===== config.mk =====
export PLATFORM = sky130hd
export DESIGN_NAME = buffer_pool_frame_manager
export DESIGN_NICKNAME = d
export VERILOG_FILES = /design/src/rtl/bpfm_pkg.sv /design/src/rtl/bpfm_cell.sv /design/src/rtl/bpfm_order_cell.sv /design/src/rtl/buffer_pool_frame_manager.sv
export SDC_FILE = /design/constraint.sdc
export NUM_CORES = 2
export LEC_CHECK = 0
export BUFFER_PORTS_ARGS = -buffer_cell sky130_fd_sc_hd__buf_2
export CELL_PAD_IN_SITES_DETAIL_PLACEMENT = 1
export CELL_PAD_IN_SITES_GLOBAL_PLACEMENT = 2
export CORE_MARGIN = 4
export CORE_UTILIZATION = 49
export CTS_BUF_LIST = sky130_fd_sc_hd__clkbuf_8
export DETAILED_ROUTE_END_ITERATION = 16
export PLACE_DENSITY = 0.85
export SKIP_LAST_GASP = 1
export SYNTH_ARGS = -nofsm -noshare
export SYNTH_HDL_FRONTEND = slang
export SYNTH_SLANG_ARGS = --single-unit

===== constraint.sdc =====
create_clock -name clock -period 6.1 [get_ports clock]
set_clock_uncertainty 0.1 [all_clocks]
set_input_delay 0.915 -clock clock [delete_from_list [all_inputs] [get_ports clock]]
set_output_delay 0.915 -clock clock [all_outputs]
set_load 0.01 [all_outputs]

===== src/rtl/bpfm_pkg.sv =====
// Package for the buffer pool frame manager: command and disk op codes,
// frame record and scan result types. No dependencies.
package bpfm_pkg;

   localparam int PAGE_W = 31;

   typedef enum logic [2:0] {
      CMD_FETCH     = 3'd0,
      CMD_NEW       = 3'd1,
      CMD_UNPIN     = 3'd2,
      CMD_FLUSH     = 3'd3,
      CMD_DELETE    = 3'd4,
      CMD_FLUSH_ALL = 3'd5
   } cmd_type;

   typedef enum logic [1:0] {
      DOP_NONE    = 2'd0,
      DOP_READ    = 2'd1,
      DOP_WRITE   = 2'd2,
      DOP_DEALLOC = 2'd3
   } disk_op_type;

   typedef enum logic [3:0] {
      ST_IDLE,
      ST_SCAN,
      ST_DECIDE,
      ST_FREEPOP,
      ST_LRUREM,
      ST_EMIT_WB,
      ST_EMIT_MAIN,
      ST_FA_SCAN,
      ST_FA_EMIT,
      ST_FA_DONE,
      ST_FREEPUSH
   } state_type;

   typedef struct packed {
      logic              valid;
      logic              dirty;
      logic [7:0]        pins;
      logic [PAGE_W-1:0] page;
   } frame_rec_type;

   typedef struct packed {
      logic       valid;
      logic       dirty;
      logic [7:0] pins;
      logic [PAGE_W-1:0] page;
   } probe_type;

   typedef struct packed {
      logic              set_en;
      logic              set_valid;
      logic              set_dirty;
      logic [7:0]        set_pins;
      logic [PAGE_W-1:0] set_page;
   } frame_wr_type;

endpackage


===== src/rtl/bpfm_cell.sv =====
// One frame cell: holds a frame record; a write sets it whole, a clear drops its dirty bit.
// Depends on bpfm_pkg.
module bpfm_cell (
   input  logic                  clock,
   input  logic                  reset,
   input  bpfm_pkg::frame_wr_type wr,
   input  logic                  clr_dirty,
   output bpfm_pkg::frame_rec_type rec
);
   import bpfm_pkg::*;

   frame_rec_type rec_ff, rec_in;

   always_comb begin
      rec_in = rec_ff;
      if (clr_dirty) rec_in.dirty = 1'b0;
      if (wr.set_en) begin
         rec_in.valid = wr.set_valid;
         rec_in.dirty = wr.set_dirty;
         rec_in.pins  = wr.set_pins;
         rec_in.page  = wr.set_page;
      end
   end

   always_ff @(posedge clock) begin
      if (reset) begin
         rec_ff.valid <= 1'b0;
         rec_ff.dirty <= 1'b0;
         rec_ff.pins  <= '0;
         rec_ff.page  <= rec_in.page;
      end else begin
         rec_ff <= rec_in;
      end
   end

   assign rec = rec_ff;
endmodule


===== src/rtl/bpfm_order_cell.sv =====
// One slot of the replacement order chain; shifts down from its upper
// neighbour when an entry ahead of it is removed. Depends on bpfm_pkg.
module bpfm_order_cell #(
   parameter int IDX_W = 4
) (
   input  logic             clock,
   input  logic             load,
   input  logic [IDX_W-1:0] load_val,
   input  logic             shift,
   input  logic [IDX_W-1:0] upper,
   output logic [IDX_W-1:0] value
);
   import bpfm_pkg::*;

   logic [IDX_W-1:0] val_ff, val_in;

   always_comb begin
      val_in = val_ff;
      if (shift) val_in = upper;
      if (load)  val_in = load_val;
   end

   always_ff @(posedge clock) begin
      val_ff <= val_in;
   end

   assign value = val_ff;
endmodule


===== src/rtl/buffer_pool_frame_manager.sv =====
// Top level of the buffer pool frame manager: sequencer over a row of frame
// cells, a free frame FIFO and a replacement order chain. Depends on bpfm_pkg.
//
//  channel | dir | tdata (low bit up)                      | tuser/tlast
//  req     | in  | cmd[2:0], page_id[33:3], mark_dirty[34] | -
//  rsp     | out | status[0], frame[4:1], disk_op[6:5],    | tlast = last
//          |     | disk_page[37:7]                         |
//
// A page search walks one frame per cycle, then removal from the replacement
// order walks the chain one slot per cycle. Flush all walks every frame once,
// stopping at each dirty one to emit its write. Reset is synchronous; the free
// FIFO is filled with every frame in order after reset, and requests wait for
// that. A stalled rsp holds the sequencer.
module buffer_pool_frame_manager #(
   parameter int NUM_FRAMES = 16
) (
   input  logic        clock,
   input  logic        reset,
   input  logic        req_tvalid,
   output logic        req_tready,
   input  logic [39:0] req_tdata,   // cmd, page_id, mark_dirty
   output logic        rsp_tvalid,
   input  logic        rsp_tready,
   output logic [39:0] rsp_tdata,   // status, frame, disk_op, disk_page
   output logic        rsp_tlast
);
   import bpfm_pkg::*;

   localparam int IDX_W = (NUM_FRAMES > 1) ? $clog2(NUM_FRAMES) : 1;
   localparam int CNT_W = $clog2(NUM_FRAMES + 1);
   localparam logic [CNT_W-1:0] NF_CNT = CNT_W'(NUM_FRAMES);
   localparam logic [IDX_W-1:0] IDX_ONE = IDX_W'(1);
   localparam logic [CNT_W-1:0] CNT_ONE = CNT_W'(1);

   state_type state_ff, state_in;

   logic [2:0]        cmd_ff, cmd_in;
   logic [PAGE_W-1:0] pg_ff, pg_in;
   logic              dirty_ff, dirty_in;
   logic [IDX_W-1:0]  scan_ff, scan_in;
   logic              hit_ff, hit_in;
   logic [IDX_W-1:0]  hitf_ff, hitf_in;
   logic              any_ff, any_in;   // flush all: a write was emitted
   logic [IDX_W-1:0]  tgt_ff, tgt_in;   // frame being worked on
   logic [PAGE_W-1:0] wbpg_ff, wbpg_in;

   // free FIFO memory
   logic [IDX_W-1:0]  free_mem [NUM_FRAMES];
   logic [IDX_W-1:0]  free_head_ff, free_head_in;
   logic [CNT_W-1:0]  free_cnt_ff, free_cnt_in;
   logic [IDX_W-1:0]  init_ff, init_in;
   logic              init_busy_ff, init_busy_in;
   logic              fpush_en;
   logic [IDX_W-1:0]  fpush_addr, fpush_val;
   logic [IDX_W-1:0]  free_rd;

   // replacement order chain
   logic [IDX_W-1:0]  ord_val [NUM_FRAMES];
   logic [NUM_FRAMES-1:0] ord_shift, ord_load;
   logic [IDX_W-1:0]  ord_load_val;
   logic [CNT_W-1:0]  lru_cnt_ff, lru_cnt_in;
   logic [CNT_W-1:0]  rm_ff, rm_in;      // removal walk position
   logic              found_ff, found_in;

   // output register
   logic        ov_ff, ov_in;
   logic        ost_ff, ost_in, olast_ff, olast_in;
   logic [IDX_W-1:0] ofr_ff, ofr_in;
   logic [1:0]  oop_ff, oop_in;
   logic [PAGE_W-1:0] opg_ff, opg_in;

   frame_rec_type recs [NUM_FRAMES];
   frame_wr_type  wr_vec [NUM_FRAMES];
   frame_wr_type  wr;
   logic [IDX_W-1:0] wr_idx;
   logic          clr_all_one;
   logic [IDX_W-1:0] clr_idx;
   frame_rec_type cur, tgt_rec;

   genvar g;
   generate
      for (g = 0; g < NUM_FRAMES; g++) begin : g_cells
         bpfm_cell u_cell (
            .clock(clock), .reset(reset),
            .wr(wr_vec[g]),
            .clr_dirty(clr_all_one && clr_idx == IDX_W'(g)),
            .rec(recs[g])
         );
         bpfm_order_cell #(.IDX_W(IDX_W)) u_ord (
            .clock(clock), .load(ord_load[g]), .load_val(ord_load_val),
            .shift(ord_shift[g]),
            .upper((g == NUM_FRAMES-1) ? ord_val[g] : ord_val[(g+1) % NUM_FRAMES]),
            .value(ord_val[g])
         );
         always_comb begin
            wr_vec[g] = wr;
            wr_vec[g].set_en = wr.set_en && (wr_idx == IDX_W'(g));
         end
      end
   endgenerate

   assign cur     = recs[scan_ff];
   assign tgt_rec = recs[tgt_ff];

   logic out_free;
   assign out_free  = !ov_ff || rsp_tready;
   assign req_tready = (state_ff == ST_IDLE) && !init_busy_ff && !ov_ff;

   logic [IDX_W-1:0] free_tail;
   assign free_tail = IDX_W'((CNT_W+1)'(free_head_ff) + (CNT_W+1)'(free_cnt_ff)
                             - ((CNT_W+1)'(free_head_ff) + (CNT_W+1)'(free_cnt_ff)
                                >= (CNT_W+1)'(NUM_FRAMES) ? (CNT_W+1)'(NUM_FRAMES)
                                                          : (CNT_W+1)'(0)));

   // FIFO memory writes: init sweep or push; head entry read every cycle
   always_ff @(posedge clock) begin
      if (init_busy_ff) free_mem[init_ff] <= init_ff;
      else if (fpush_en) free_mem[fpush_addr] <= fpush_val;
      free_rd <= free_mem[free_head_ff];
   end

   always_comb begin
      init_in      = init_ff;
      init_busy_in = init_busy_ff;
      if (init_busy_ff) begin
         init_in = init_ff + IDX_ONE;
         if (init_ff == IDX_W'(NUM_FRAMES-1)) init_busy_in = 1'b0;
      end
   end

   // next state
   always_comb begin
      state_in = state_ff;
      case (state_ff)
         ST_IDLE:
            if (req_tvalid && req_tready)
               state_in = (cmd_type'(req_tdata[2:0]) == CMD_FLUSH_ALL) ? ST_FA_SCAN : ST_SCAN;
         ST_SCAN:
            if (scan_ff == IDX_W'(NUM_FRAMES-1)) state_in = ST_DECIDE;
         ST_DECIDE:
            if (out_free) begin
               case (cmd_ff)
                  CMD_FETCH:
                     if (hit_ff) state_in = ST_LRUREM;
                     else if (free_cnt_ff != '0) state_in = ST_FREEPOP;
                     else if (lru_cnt_ff != '0) state_in = ST_LRUREM;
                     else state_in = ST_IDLE;
                  CMD_NEW:
                     if (hit_ff) state_in = ST_IDLE;
                     else if (free_cnt_ff != '0) state_in = ST_FREEPOP;
                     else if (lru_cnt_ff != '0) state_in = ST_LRUREM;
                     else state_in = ST_IDLE;
                  CMD_DELETE:
                     if (hit_ff && recs[hitf_ff].pins == '0) state_in = ST_LRUREM;
                     else state_in = ST_IDLE;
                  default: state_in = ST_IDLE;
               endcase
            end
         ST_FREEPOP:  state_in = ST_EMIT_WB;
         ST_LRUREM:
            if (rm_ff >= lru_cnt_ff) state_in = ST_EMIT_WB;
         ST_EMIT_WB:
            if (out_free) state_in = ST_EMIT_MAIN;
         ST_EMIT_MAIN:
            if (out_free) state_in = (cmd_ff == CMD_DELETE) ? ST_FREEPUSH : ST_IDLE;
         ST_FREEPUSH: state_in = ST_IDLE;
         ST_FA_SCAN:
            if (cur.valid && cur.dirty) state_in = ST_FA_EMIT;
            else if (scan_ff == IDX_W'(NUM_FRAMES-1)) state_in = any_ff ? ST_IDLE : ST_FA_DONE;
         ST_FA_EMIT:
            if (out_free) begin
               if (scan_ff == IDX_W'(NUM_FRAMES-1)) state_in = ST_IDLE;
               else state_in = ST_FA_SCAN;
            end
         ST_FA_DONE:
            if (out_free) state_in = ST_IDLE;
         default: state_in = ST_IDLE;
      endcase
   end

   // datapath and outputs
   logic fa_more;
   always_comb begin
      cmd_in = cmd_ff; pg_in = pg_ff; dirty_in = dirty_ff;
      scan_in = scan_ff; hit_in = hit_ff; hitf_in = hitf_ff; any_in = any_ff;
      tgt_in = tgt_ff; wbpg_in = wbpg_ff;
      free_head_in = free_head_ff; free_cnt_in = free_cnt_ff;
      lru_cnt_in = lru_cnt_ff; rm_in = rm_ff; found_in = found_ff;
      fpush_en = 1'b0; fpush_addr = free_tail; fpush_val = tgt_ff;
      ord_shift = '0; ord_load = '0; ord_load_val = hitf_ff;
      wr = '0; wr_idx = tgt_ff;
      clr_all_one = 1'b0; clr_idx = scan_ff;
      ov_in = ov_ff && !rsp_tready;
      ost_in = ost_ff; olast_in = olast_ff; ofr_in = ofr_ff; oop_in = oop_ff;
      opg_in = opg_ff;
      fa_more = 1'b0;

      case (state_ff)
         ST_IDLE:
            if (req_tvalid && req_tready) begin
               cmd_in = req_tdata[2:0];
               pg_in = req_tdata[33:3];
               dirty_in = req_tdata[34];
               scan_in = '0; hit_in = 1'b0; any_in = 1'b0;
            end
         ST_SCAN: begin
            if (!hit_ff && cur.valid && cur.page == pg_ff) begin
               hit_in = 1'b1; hitf_in = scan_ff;
            end
            scan_in = scan_ff + IDX_ONE;
         end
         ST_DECIDE:
            if (out_free) begin
               rm_in = '0; found_in = 1'b0;
               case (cmd_ff)
                  CMD_FETCH:
                     if (hit_ff) begin
                        tgt_in = hitf_ff;
                     end else if (free_cnt_ff == '0 && lru_cnt_ff == '0) begin
                        ov_in = 1'b1; ost_in = 1'b1; ofr_in = '0; oop_in = DOP_NONE;
                        opg_in = pg_ff; olast_in = 1'b1;
                     end else if (free_cnt_ff == '0) begin
                        tgt_in = ord_val[0];
                     end
                  CMD_NEW:
                     if (hit_ff || (free_cnt_ff == '0 && lru_cnt_ff == '0)) begin
                        ov_in = 1'b1; ost_in = 1'b1; ofr_in = '0; oop_in = DOP_NONE;
                        opg_in = pg_ff; olast_in = 1'b1;
                     end else if (free_cnt_ff == '0) begin
                        tgt_in = ord_val[0];
                     end
                  CMD_UNPIN: begin
                     ov_in = 1'b1; ofr_in = '0; oop_in = DOP_NONE; opg_in = pg_ff;
                     olast_in = 1'b1;
                     if (!hit_ff || recs[hitf_ff].pins == '0) begin
                        ost_in = 1'b1;
                     end else begin
                        ost_in = 1'b0; ofr_in = hitf_ff;
                        wr_idx = hitf_ff;
                        wr.set_en = 1'b1; wr.set_valid = 1'b1;
                        wr.set_dirty = recs[hitf_ff].dirty | dirty_ff;
                        wr.set_pins = recs[hitf_ff].pins - 8'd1;
                        wr.set_page = recs[hitf_ff].page;
                        // pins return to zero only from one; the frame is then
                        // never already in the order
                        if (recs[hitf_ff].pins == 8'd1 && lru_cnt_ff < NF_CNT) begin
                           ord_load[lru_cnt_ff[IDX_W-1:0]] = 1'b1;
                           lru_cnt_in = lru_cnt_ff + CNT_ONE;
                        end
                     end
                  end
                  CMD_FLUSH: begin
                     ov_in = 1'b1; opg_in = pg_ff; olast_in = 1'b1;
                     if (!hit_ff) begin
                        ost_in = 1'b1; ofr_in = '0; oop_in = DOP_NONE;
                     end else begin
                        ost_in = 1'b0; ofr_in = hitf_ff; oop_in = DOP_WRITE;
                        wr_idx = hitf_ff;
                        wr.set_en = 1'b1; wr.set_valid = 1'b1; wr.set_dirty = 1'b0;
                        wr.set_pins = recs[hitf_ff].pins; wr.set_page = recs[hitf_ff].page;
                     end
                  end
                  CMD_DELETE:
                     if (!hit_ff || recs[hitf_ff].pins != '0) begin
                        ov_in = 1'b1; ost_in = hit_ff; ofr_in = '0; oop_in = DOP_NONE;
                        opg_in = pg_ff; olast_in = 1'b1;
                     end else begin
                        tgt_in = hitf_ff;
                     end
                  default: begin
                     ov_in = 1'b1; ost_in = 1'b1; ofr_in = '0; oop_in = DOP_NONE;
                     opg_in = pg_ff; olast_in = 1'b1;
                  end
               endcase
            end
         ST_FREEPOP: begin
            tgt_in = free_rd;
            free_head_in = (free_head_ff == IDX_W'(NUM_FRAMES-1)) ? '0 : free_head_ff + IDX_ONE;
            free_cnt_in = free_cnt_ff - CNT_ONE;
         end
         ST_LRUREM:
            // walk the chain: once the entry is found, every later slot moves down
            if (rm_ff < lru_cnt_ff) begin
               if (found_ff || ord_val[rm_ff[IDX_W-1:0]] == tgt_ff) begin
                  found_in = 1'b1;
                  ord_shift[rm_ff[IDX_W-1:0]] = 1'b1;
               end
               rm_in = rm_ff + CNT_ONE;
            end else if (found_ff) begin
               lru_cnt_in = lru_cnt_ff - CNT_ONE;
            end
         ST_EMIT_WB:
            if (out_free) begin
               if (!(cmd_ff == CMD_FETCH && hit_ff) && tgt_rec.valid && tgt_rec.dirty) begin
                  ov_in = 1'b1; ost_in = 1'b0; ofr_in = tgt_ff; oop_in = DOP_WRITE;
                  opg_in = tgt_rec.page; olast_in = 1'b0;
               end
            end
         ST_EMIT_MAIN:
            if (out_free) begin
               ov_in = 1'b1; ost_in = 1'b0; ofr_in = tgt_ff; opg_in = pg_ff;
               olast_in = 1'b1;
               wr.set_en = 1'b1; wr.set_page = pg_ff;
               case (cmd_ff)
                  CMD_FETCH:
                     if (hit_ff) begin
                        oop_in = DOP_NONE;
                        wr.set_valid = 1'b1; wr.set_dirty = tgt_rec.dirty;
                        wr.set_page = tgt_rec.page;
                        wr.set_pins = (tgt_rec.pins == 8'hFF) ? 8'hFF : tgt_rec.pins + 8'd1;
                     end else begin
                        oop_in = DOP_READ;
                        wr.set_valid = 1'b1; wr.set_dirty = 1'b0; wr.set_pins = 8'd1;
                     end
                  CMD_NEW: begin
                     oop_in = DOP_NONE;
                     wr.set_valid = 1'b1; wr.set_dirty = 1'b1; wr.set_pins = 8'd1;
                  end
                  default: begin
                     oop_in = DOP_DEALLOC;
                     wr.set_valid = 1'b0; wr.set_dirty = 1'b0; wr.set_pins = '0;
                  end
               endcase
            end
         ST_FREEPUSH:
            if (free_cnt_ff < NF_CNT) begin
               fpush_en = 1'b1;
               free_cnt_in = free_cnt_ff + CNT_ONE;
            end
         ST_FA_SCAN:
            if (cur.valid && cur.dirty) begin
               wbpg_in = cur.page;
            end else begin
               clr_all_one = 1'b1;
               scan_in = scan_ff + IDX_ONE;
            end
         ST_FA_EMIT:
            if (out_free) begin
               fa_more = 1'b0;
               for (int k = 0; k < NUM_FRAMES; k++)
                  if (IDX_W'(k) > scan_ff && recs[k].valid && recs[k].dirty) fa_more = 1'b1;
               ov_in = 1'b1; ost_in = 1'b0; ofr_in = scan_ff; oop_in = DOP_WRITE;
               opg_in = wbpg_ff; olast_in = !fa_more;
               any_in = 1'b1;
               clr_all_one = 1'b1;
               scan_in = scan_ff + IDX_ONE;
            end
         ST_FA_DONE:
            if (out_free) begin
               ov_in = 1'b1; ost_in = 1'b0; ofr_in = '0; oop_in = DOP_NONE;
               opg_in = '0; olast_in = 1'b1;
            end
         default: ;
      endcase
   end

   always_ff @(posedge clock) begin
      if (reset) begin
         state_ff <= ST_IDLE;
         free_head_ff <= '0;
         free_cnt_ff <= NF_CNT;
         lru_cnt_ff <= '0;
         init_ff <= '0;
         init_busy_ff <= 1'b1;
         ov_ff <= 1'b0;
      end else begin
         state_ff <= state_in;
         free_head_ff <= free_head_in;
         free_cnt_ff <= free_cnt_in;
         lru_cnt_ff <= lru_cnt_in;
         init_ff <= init_in;
         init_busy_ff <= init_busy_in;
         ov_ff <= ov_in;
      end
   end

   always_ff @(posedge clock) begin
      cmd_ff <= cmd_in; pg_ff <= pg_in; dirty_ff <= dirty_in;
      scan_ff <= scan_in; hit_ff <= hit_in; hitf_ff <= hitf_in; any_ff <= any_in;
      tgt_ff <= tgt_in; wbpg_ff <= wbpg_in;
      rm_ff <= rm_in; found_ff <= found_in;
      ost_ff <= ost_in; olast_ff <= olast_in; ofr_ff <= ofr_in; oop_ff <= oop_in;
      opg_ff <= opg_in;
   end

   assign rsp_tvalid = ov_ff;
   assign rsp_tlast  = olast_ff;
   assign rsp_tdata  = {2'b00, opg_ff, oop_ff, 4'(ofr_ff), ost_ff};
endmodule

==> metrics.md <==
| Metric | Value |
|---|---|
| Synth Instances | `3193` |
| Flop pwr share | `44.5%` |
| Final setup violation count | `0` |
| Peak VDD IR | `0.1603 mV` |
| RSZ-0062 raised after global routing | `no` |
| TritonCTS clock tree | `yes` |
| Worst EP arrival | `5.94 ns` |
| Post-cts sizing count | `0` |
| Met1 Use GR | `39.52%` |
| Num rows | `116` |
| Yosys cell types | `90` |
| Detailed Routing Iterations Pass 1 | `7` |
| Post-DR vias/cell | `7.020` |
| Die X | `326.0 um` |
| DP Area | `51620 um^2` |
| Ports | `87` |
| Die area | `106300 um^2` |
| Layout cells sized above 1 | `31.78%` |
| GR met3 Demand/Resource | `6.895%` |
| Final Cycle Share | `86.40%` |
| Pre-CTS WS | `0.9135 ns` |
| Share of flip-flops with an asynchronous set or reset | `0%` |
| Most common cell after layout, fill and taps aside | `edfxtp_1` |
| Sw Share | `31.17%` |
| Htree depth | `4` |
| Initial Util | `49.48%` |
| Cell-internal power | `11.20 mW` |
| Max Cap Viol | `0` |
| Vias | `33120` |
| Filler cell count in the final layout | `9321` |
| Vias in the first global route | `35398` |
| DRT iter0 DRCs | `3987` |
| Seq/Total Area, Yosys | `52.99%` |
| Commonest non-fill, non-tap cells in the layout | `edfxtp_1 (749), mux4_2 (544), nand2_1 (238)` |
| Critical Path Fanout Max | `17` |
| Psw | `5.070 mW` |
| Comb pwr share | `21.9%` |
| Worst hold slack | `0.1139 ns` |
| Pleak | `18.88 nW` |
| Synthesis Warnings | `0` |
| Ys flop type | `edfxtp_1` |
| Fin worst setup slack | `0.8294 ns` |
| Final antenna-violating net count | `0` |
| Post-CTS Hold Fix Bufs | `0` |
| Post-CTS Setup Inserts | `0` |
| PwrDens | `297.7 nW/um^2` |
| WL final | `159.3 mm` |
| # DRC | `0` |
| Core area | `100100 um^2` |
| Hold Fails Final Rpt | `0` |
| DR WL/cell | `33.77 um` |
| Syn avg cell area | `15.52 um^2` |
| Critical path launch point type | `flop` |
| Num CTS Buffers | `161` |
| Clock root buffer | `clkbuf_8` |
| Slew Limit Fails | `0` |
| GRT busiest layer | `met2` |
| Clock slew at reported path FFs | `0.06 ns` |
| Grt ovf | `0` |
| PortBufs | `79` |
| Clock sink count | `937` |
| Chip Height | `326.0 um` |
| Min cycle time layout | `5.271 ns` |
| Worst-margin pin slew | `1.242 ns` |
| Run status | `finished clean` |
| Worst Setup Path Type | `flop to flop` |
| Clock share of power | `33.6%` |
| Total Routing Usage GR | `30.01%` |
| Peak Freq | `189.7 MHz` |
| GR met2 Demand/Resource | `48.27%` |
| Largest net degree at the start of global routing | `97` |
| Syn Std Cell Area | `49550 um^2` |
| CP endpoint kind | `flop` |
| Fin Setup TNS | `0 ns` |
| Clk buf depth | `3` |
| Number of synthesized flops with an enable pin | `749` |
| Finished Cell Area | `54650 um^2` |
| Later-pin clock latency in the skew report | `0.88 ns` |
| Initial antenna violation count | `3` |
| DP Wirelength | `98.96 mm` |
| Worst Hold Class | `input pin to flop` |
| First-pass GRT wire length | `237.2 mm` |
| Area growth, synth to finish | `10.30%` |
| Routability congestion estimate | `0.8894` |
| Yosys reg bits | `937` |
| CP Data Required Time | `6.76 ns` |
| Final net count | `3365` |
| Slew headroom | `16.62%` |
==> cell usage after synthesis (5+ instances only) <==
master | number | area (um^2)
mux2_1 | 7 | 78.83
o221ai_1 | 29 | 254.0
dfxtp_1 | 188 | 3764
nor2_1 | 118 | 442.9
xor2_1 | 32 | 280.3
o21ai_0 | 43 | 215.2
a222oi_1 | 35 | 350.3
and3_1 | 22 | 137.6
or2_1 | 7 | 43.79
nand2b_1 | 12 | 75.07
o21ai_1 | 53 | 265.3
nor2b_1 | 12 | 75.07
a32oi_1 | 6 | 52.55
nand3_1 | 29 | 145.1
edfxtp_1 | 749 | 22490
a22o_1 | 15 | 131.4
buf_6 | 13 | 146.4
o21a_1 | 6 | 45.04
mux4_2 | 544 | 12250
o211a_1 | 5 | 50.05
nand2_1 | 239 | 897.1
or3_1 | 5 | 31.28
nand4_1 | 14 | 87.58
and2_1 | 7 | 43.79
xnor2_1 | 27 | 236.5
a21oi_1 | 51 | 255.2
mux2_2 | 70 | 788.3
buf_1 | 43 | 161.4
o211ai_1 | 61 | 457.9
nor2_2 | 8 | 50.05
nor4_1 | 13 | 81.33
a21o_1 | 14 | 105.1
buf_4 | 18 | 135.1
mux2i_1 | 191 | 1912
o22ai_1 | 50 | 312.8
inv_1 | 102 | 382.9
ha_1 | 29 | 362.9
nor3_1 | 13 | 65.06
a31o_2 | 7 | 61.31
a31oi_1 | 13 | 81.33
a22oi_1 | 11 | 82.58
buf_2 | 58 | 290.3
clkbuf_1 | 136 | 510.5
==> stage by stage <==
stage | power (mW) | std cells | utilization (%)
2_1_floorplan | 9.692 | 3194 | -
3_3_place_gp | 10.78 | 4424 | 51.55
3_5_place_dp | 10.88 | 4424 | 51.55
4_1_cts | 16.34 | 4715 | 54.56
5_1_grt | 16.86 | 4717 | 54.57
6_report | 16.27 | 4718 | 54.57
==> critical path, cell delays in order, from the launching register on <==
cell      delay [ns]
edfxtp_1        0.69
buf_4           0.29
mux4_2          0.53
a22o_1          0.29
a221oi_2        0.58
ha_1            0.35
nand3_4         0.15
nor3_2          0.41
o211a_2         0.28
nand3_1         0.22
buf_4           0.33
nor2_4          0.36
buf_4           0.33
mux2i_1         0.25
==> metal layers <==
layer | wire length (um) | share of wire (%) | vias up
met1 | 59630 | 37 | 17368
met2 | 76720 | 48 | 2012
met5 | 0 | 0 | -
met4 | 6974 | 4.4 | 0
li1 | - | - | 13283
met3 | 16010 | 10 | 457
==> worst paths after layout <==
check                                                               end                                    from  cells after the start  slack [ns]
worst min-delay path                                pg_ff[30]$_DFFE_PP_                           req_tdata[33]                      1        0.11
worst max register to register  g_cells[10].u_cell.rec[34]$_SDFFE_PP0P_                    hitf_ff[0]$_DFFE_PP_                     13        0.83
worst min register to register   g_cells[5].u_cell.rec[35]$_SDFFE_PP0P_  g_cells[5].u_cell.rec[35]$_SDFFE_PP0P_                      2        0.37
worst max-delay path            g_cells[10].u_cell.rec[34]$_SDFFE_PP0P_                    hitf_ff[0]$_DFFE_PP_                     13        0.83
==> area by class of cell <==
| class | count | area [um^2] | area share [%] |
|---|---|---|---|
| Antenna cell | 3 | 7.507 | 0.01374 |
| Multi-Input combinational cell | 1882 | 21750 | 39.79 |
| Sequential cell | 937 | 26260 | 48.04 |
| Timing Repair Buffer | 200 | 1592 | 2.912 |
| Clock inverter | 115 | 599.3 | 1.097 |
| Clock buffer | 176 | 2422 | 4.432 |
| Inverter | 107 | 405.4 | 0.7418 |
| Tap cell | 1298 | 1624 | 2.972 |
==> state kept, by name, summed over array words and instances (netlist names), 2 cells and up <==
name / cells
oop_ff: 2
hitf_ff: 4
cmd_ff: 3
init_ff: 4
free_mem: 64
opg_ff: 31
ofr_ff: 4
pg_ff: 31
state_ff: 4
g_cells.u_ord.value: 64
wbpg_ff: 31
lru_cnt_ff: 5
free_head_ff: 4
free_cnt_ff: 5
g_cells.u_cell.rec: 656
free_rd: 4
clr_idx: 4
fpush_val: 4
rm_ff: 5
==> power groups by stage <==
stage,registers [mW],logic (mW),clock network [mW]
detailed placement,7.37,3.51,0
global placement,7.36,3.42,0
floorplan,7.26,2.43,0
global route,7.26,3.72,5.88
finish,7.24,3.56,5.47
CTS,7.24,3.52,5.58
==> cells by family (layout without fill, tap and decap cells) <==
group,after synthesis,after routing,share of synthesized area (%)
AOI/OAI and AO/OA,444,444,6.422
xor gates and xnor gates,59,59,1.043
adders and majority gates,32,32,0.8535
buffers and inverters,375,598,3.321
DFF,937,937,52.99
muxes,812,812,30.34
other,1,5,0.007568
and+or+nand+nor,533,533,5.030
Note: power is estimated with default switching activity, not from simulation.
